==> src/hw/rtl/assert_macros.svh <==
// assertion helpers shared by the rtl
`ifndef ASSERT_MACROS_SVH
`define ASSERT_MACROS_SVH

// property must hold at every edge outside reset
`define LSH_ASSERT(label, clk, rst_n, prop, msg) \
    label: assert property (@(posedge clk) disable iff (!rst_n) prop) else $error(msg);

// condition must never be seen outside reset
`define LSH_ASSERT_NEVER(label, clk, rst_n, cond, msg) \
    label: assert property (@(posedge clk) disable iff (!rst_n) !(cond)) else $error(msg);

`endif

==> src/hw/rtl/lsh_pkg.sv <==
package lsh_pkg;

    localparam int LSH_MAX_LINE_WIDTH = 2048;
    localparam int FRAME_HEIGHT_MAX   = 4096;

    localparam int FRAME_WIDTH_W  = 12;
    localparam int FRAME_HEIGHT_W = 13;
    localparam int ROW_W          = 12;

    localparam int WIDTH_MIN  = 3;
    localparam int HEIGHT_MIN = 3;

    localparam logic [FRAME_WIDTH_W-1:0]  FRAME_WIDTH_RST  = 12'd640;
    localparam logic [FRAME_HEIGHT_W-1:0] FRAME_HEIGHT_RST = 13'd480;

    localparam int APB_ADDR_W = 3;
    localparam int APB_DATA_W = 32;

    // 5*centre minus four neighbours spans -1020..1275
    localparam int SHARP_W = 12;

    localparam int QUEUE_DEPTH = 4;
    localparam int QPTR_W      = $clog2(QUEUE_DEPTH);
    localparam int LEVEL_W     = $clog2(QUEUE_DEPTH + 1);

    typedef logic [7:0] pixel_t;

    typedef enum logic
    {
        REG_FRAME_WIDTH  = 1'b0,
        REG_FRAME_HEIGHT = 1'b1
    } lsh_reg_t;

    typedef struct packed
    {
        pixel_t above;
        pixel_t two_above;
    } line_pair_t;

    typedef struct packed
    {
        pixel_t pixel_out;
        logic   run_last;
        logic   frame_end;
    } lsh_result_t;

    typedef struct packed
    {
        logic [1:0]  cnt;
        lsh_result_t first;
        lsh_result_t second;
    } lsh_push_t;

endpackage

==> src/hw/rtl/lsh_out_queue.sv <==
`include "assert_macros.svh"

module lsh_out_queue import lsh_pkg::*;
(
    input  logic               clk,
    input  logic               rst_n,
    input  lsh_push_t          push,
    input  logic               pop,
    output lsh_result_t        head,
    output logic               not_empty,
    output logic [LEVEL_W-1:0] level
);

    lsh_result_t        slot_reg [QUEUE_DEPTH];
    logic [QPTR_W-1:0]  wr_ptr_reg;
    logic [QPTR_W-1:0]  wr_ptr_next;
    logic [QPTR_W-1:0]  wr_ptr_inc;
    logic [QPTR_W-1:0]  rd_ptr_reg;
    logic [QPTR_W-1:0]  rd_ptr_next;
    logic [LEVEL_W-1:0] level_reg;
    logic [LEVEL_W-1:0] level_next;
    logic               pop_ok;

    assign not_empty  = (level_reg != '0);
    assign pop_ok     = pop && not_empty;
    assign head       = slot_reg[rd_ptr_reg];
    assign level      = level_reg;
    assign wr_ptr_inc = wr_ptr_reg + 1'b1;

    always_comb
    begin
        wr_ptr_next = wr_ptr_reg + QPTR_W'(push.cnt);
        rd_ptr_next = rd_ptr_reg + QPTR_W'(pop_ok);
        level_next  = level_reg + LEVEL_W'(push.cnt) - LEVEL_W'(pop_ok);
    end

    always_ff @(posedge clk)
    begin
        if (push.cnt != 2'd0)
        begin
            slot_reg[wr_ptr_reg] <= push.first;
        end
        if (push.cnt == 2'd2)
        begin
            slot_reg[wr_ptr_inc] <= push.second;
        end
    end

    always_ff @(posedge clk or negedge rst_n)
    begin
        if (!rst_n)
        begin
            wr_ptr_reg <= '0;
            rd_ptr_reg <= '0;
            level_reg  <= '0;
        end
        else
        begin
            wr_ptr_reg <= wr_ptr_next;
            rd_ptr_reg <= rd_ptr_next;
            level_reg  <= level_next;
        end
    end

    `LSH_ASSERT_NEVER(a_queue_overflow, clk, rst_n, 32'(level_reg) > QUEUE_DEPTH, "result queue overflow")

endmodule

==> config.mk <==
export PLATFORM = sky130hd
export DESIGN_NAME = lsh_out_queue
export DESIGN_NICKNAME = d
export VERILOG_FILES = /design/src/hw/rtl/lsh_pkg.sv /design/src/hw/rtl/lsh_out_queue.sv
export VERILOG_INCLUDE_DIRS = /design/src /design/src/hw/rtl
export SDC_FILE = /design/constraint.sdc
export NUM_CORES = 1
export LEC_CHECK = 0
export BUFFER_PORTS_ARGS = -buffer_cell sky130_fd_sc_hd__clkbuf_2
export CORE_ASPECT_RATIO = 0.7
export CORE_MARGIN = 2
export CORE_UTILIZATION = 30
export CTS_CLUSTER_DIAMETER = 30
export DETAILED_ROUTE_END_ITERATION = 7
export GPL_TIMING_DRIVEN = 0
export SLEW_MARGIN = 30
export SYNTH_ARGS = -nofsm -noshare
export SYNTH_HDL_FRONTEND = slang
export SYNTH_SLANG_ARGS = --single-unit
==> constraint.sdc <==
create_clock -name clk -period 4.3 [get_ports clk]
set_clock_uncertainty 0.1 [all_clocks]
set_input_delay 0.43 -clock clk [delete_from_list [all_inputs] [get_ports clk]]
set_output_delay 0.43 -clock clk [all_outputs]
set_load 0.05 [all_outputs]
==> impl_metrics.env <==
export IMPL_status="finished, final reports clean"
export IMPL_grt_max_degree=15
export IMPL_synth_seq_cells=47
export IMPL_die_y_um=80.59
export IMPL_clock_latency_ns=0.29
export IMPL_finalNetCount=211
export IMPL_ios=39
export IMPL_final_cells=284
export IMPL_ys_top_cells_by_area="edfxtp_1 (48%), mux2_4 (17%), mux4_2 (9.0%)"
export IMPL_grt_pass1_vias=1379
export IMPL_dr_total_vias=1317
export IMPL_die_w_um=113.4
export IMPL_finalCritPeriodShare_pct=53.49
export IMPL_n_fill_cell=736
export IMPL_grt_usage_pct=11.52
export IMPL_cts_path_max_buffers=2
export IMPL_areaGrowthSynthToFinish_pct=19.56
export IMPL_antenna_found_initial=0
export IMPL_clockPowerShare_pct=17.9
export IMPL_grt_pass1_wl_um=7610
export IMPL_whs_ns=0.3462
export IMPL_fmax_mhz=434.8
export IMPL_grt_util_met1_pct=15.71
export IMPL_worst_pin_slew_ns=0.6440
export IMPL_setup_tns_final_ns=0
export IMPL_required_ns=3.77
export IMPL_end_kind="output port"
export IMPL_hold_violations=0
export IMPL_p_int_w=0.001254
export IMPL_clock_sinks=47
export IMPL_dr_pass1_iters=4
export IMPL_p_leak_nw=1.185
export IMPL_cp_top_family="multiplexers"
export IMPL_drt_wirelength_per_cell_um=16.82
export IMPL_swShare_pct=41.10
export IMPL_crit_path_cell_trace="buf_4, mux4_2, clkbuf_2"
export IMPL_hp_class="in2reg"
export IMPL_seqPwrFrac_pct=35.4
export IMPL_drive_gt1_share_pct=54.10
export IMPL_slew_headroom_pct=57.02
export IMPL_rsz0062_at_grt="false"
export IMPL_syn_nets=165
export IMPL_antenna_cells=0
export IMPL_numCtsBuffers=5
export IMPL_initial_core_util_pct=31.40
export IMPL_timing_critical_path_from_type="register"
export IMPL_syn_area_per_cell_um2=18.48
export IMPL_gr_usage_met3_pct=3.396
export IMPL_dpl_cell_area_mm2=0.002855
export IMPL_netlist_instances=136
export IMPL_maxCapViolCount=0
export IMPL_use_met2_pct=17.66
export IMPL_switchingPower_w=0.0008754
export IMPL_postRouteAntennaNets=0
export IMPL_maxSlewViolCount=0
export IMPL_post_place_cells=275
export IMPL_cp_data_arrival_time_ns=1.77
export IMPL_row_count=27
export IMPL_ir_drop_mv=0.2835
export IMPL_clk_pin_slew_ns=0.06
export IMPL_comb_power_share_pct=46.6
export IMPL_cts_tree="built"
export IMPL_final_common_cell="edfxtp_1"
export IMPL_ctsRootBufferMaster="clkbuf_16"
export IMPL_worst_path_max_delay_cell="mux4_2"
export IMPL_powerDensity_mw_per_mm2=708.7
export IMPL_ctsResizeCount=0
export IMPL_drt_iter0_drc=22
export IMPL_yosysWarnings=0
export IMPL_syn_cell_area_mm2=0.002514
export IMPL_worst_setup_path_type="reg2out"
export IMPL_yosysTopAreaCellShare_pct=47.78
export IMPL_core_area_mm2=0.008006
export IMPL_grt_overflow=0
export IMPL_htreeDepth=2
export IMPL_path_max_fanout=10
export IMPL_most_common_layout_cells="edfxtp_1 (40), clkbuf_2 (37), mux2_4 (28), mux2_1 (10), mux4_2 (10)"
export IMPL_drc_errors=0
export IMPL_ys_seq_area_share_pct=54.75
export IMPL_portBuffers=37
export IMPL_post_drt_via_cell_ratio=4.637
export IMPL_slowest_delay_ns=0.53
export IMPL_fin_crit_ns=2.300
export IMPL_wirelength_um=4777
export IMPL_busiest_layer="met2"
export IMPL_dieArea_mm2=0.009139
export IMPL_synth_cell_types=27
export IMPL_largest_reg_flops=40
export IMPL_finish_instance_area_mm2=0.003005
export IMPL_gp_congestion=0.7138
export IMPL_finalSetupViolCount=0
export IMPL_dpl_hpwl_um=3363
export IMPL_pre_cts_slack_ns=2.153
export IMPL_fin_ws_ns=2.000
export IMPL_synth_top_cell_by_area="edfxtp_1"
export IMPL_cp_num_buf_inv=2
-- final cells by class --
class | count | area (µm²) | area share [%]
sequential | 47 | 1376 | 45.80
multi-input combinational | 77 | 1065 | 35.43
timing repair buffer | 39 | 206.4 | 6.869
tap | 101 | 126.4 | 4.205
clock buffer | 5 | 125.1 | 4.163
buffer | 8 | 76.32 | 2.540
clock inverter | 3 | 15.01 | 0.4996
inverter | 4 | 15.01 | 0.4996
-- power by group through the flow --
stage / Sequential, W / Combinational (W) / Clock [W]
2_1_floorplan: 0.000788 / 0.000732 / 0
3_3_place_gp: 0.000762 / 0.000978 / 0
3_5_place_dp: 0.000766 / 0.00101 / 0
4_1_cts: 0.000756 / 0.00101 / 0.000388
5_1_grt: 0.000774 / 0.00105 / 0.000405
6_report: 0.000755 / 0.000993 / 0.000382
-- cell usage after synthesis --
cell type	count
buf_6	5
nor2b_1	1
a21o_1	1
mux2_2	2
nor4b_2	1
fa_1	1
nand4b_1	1
dfrtp_1	7
xnor2_1	5
mux2i_1	2
buf_4	2
nor2_1	3
o311ai_0	1
inv_1	4
or3_1	1
o21ba_2	1
mux2_4	28
mux2_1	10
buf_2	1
o31ai_1	2
edfxtp_1	40
ha_1	3
o21ai_0	1
mux4_2	10
nor4bb_2	1
nor4bb_4	1
xor2_1	1
-- path summary, 6_finish.rpt --
check,startpoint,end,slack [ns],cells after the start
max in group asynchronous,rst_n,level[2],3.53,2
max reg2reg,wr_ptr_reg[0],slot_reg[2][1],2.29,3
min in group asynchronous,rst_n,wr_ptr_reg[0],0.40,2
min reg2reg,level[2],level[2],0.47,1
max,rd_ptr_reg[0],head[5],2.00,3
min,pop,rd_ptr_reg[0],0.35,3
-- worst register-to-register path, stage by stage, from the launching register on --
cell	delay (ns)
dfrtp_1	0.54
nor4bb_4	0.32
buf_6	0.24
a21o_1	0.45
-- cell families after synthesis --
logic type	Yosys count	synth area share (%)
DFF	47	54.75
xor gates and xnor gates	6	2.091
muxes	52	31.86
and+or+nand+nor	9	3.534
adders and majority gates	4	2.290
AOI/OAI and AO/OA	6	1.842
buffers and inverters	12	3.633
-- per-layer routing --
metal | up-vias | share of wire (%) | wire length, µm
met5 | - | 0 | 0
met4 | 0 | 0.84 | 40
li1 | 634 | - | -
met3 | 5 | 3.4 | 161
met2 | 26 | 46 | 2196
met1 | 652 | 50 | 2379
-- timing repair --
action	4_1_cts	5_1_grt
setup buffers	0	0
hold endpoints to repair	7	0
hold buffers	1	0
-- per-stage QoR --
stage                     utilization [%]  total power [W]
after global routing                37.54         0.002229
after floorplan                         -         0.001520
final                               37.54         0.002130
after detailed placement            35.66         0.001773
after global placement              35.29         0.001740
after CTS                           37.54         0.002153
No activity file was read; power rests on OpenSTA's default activity.
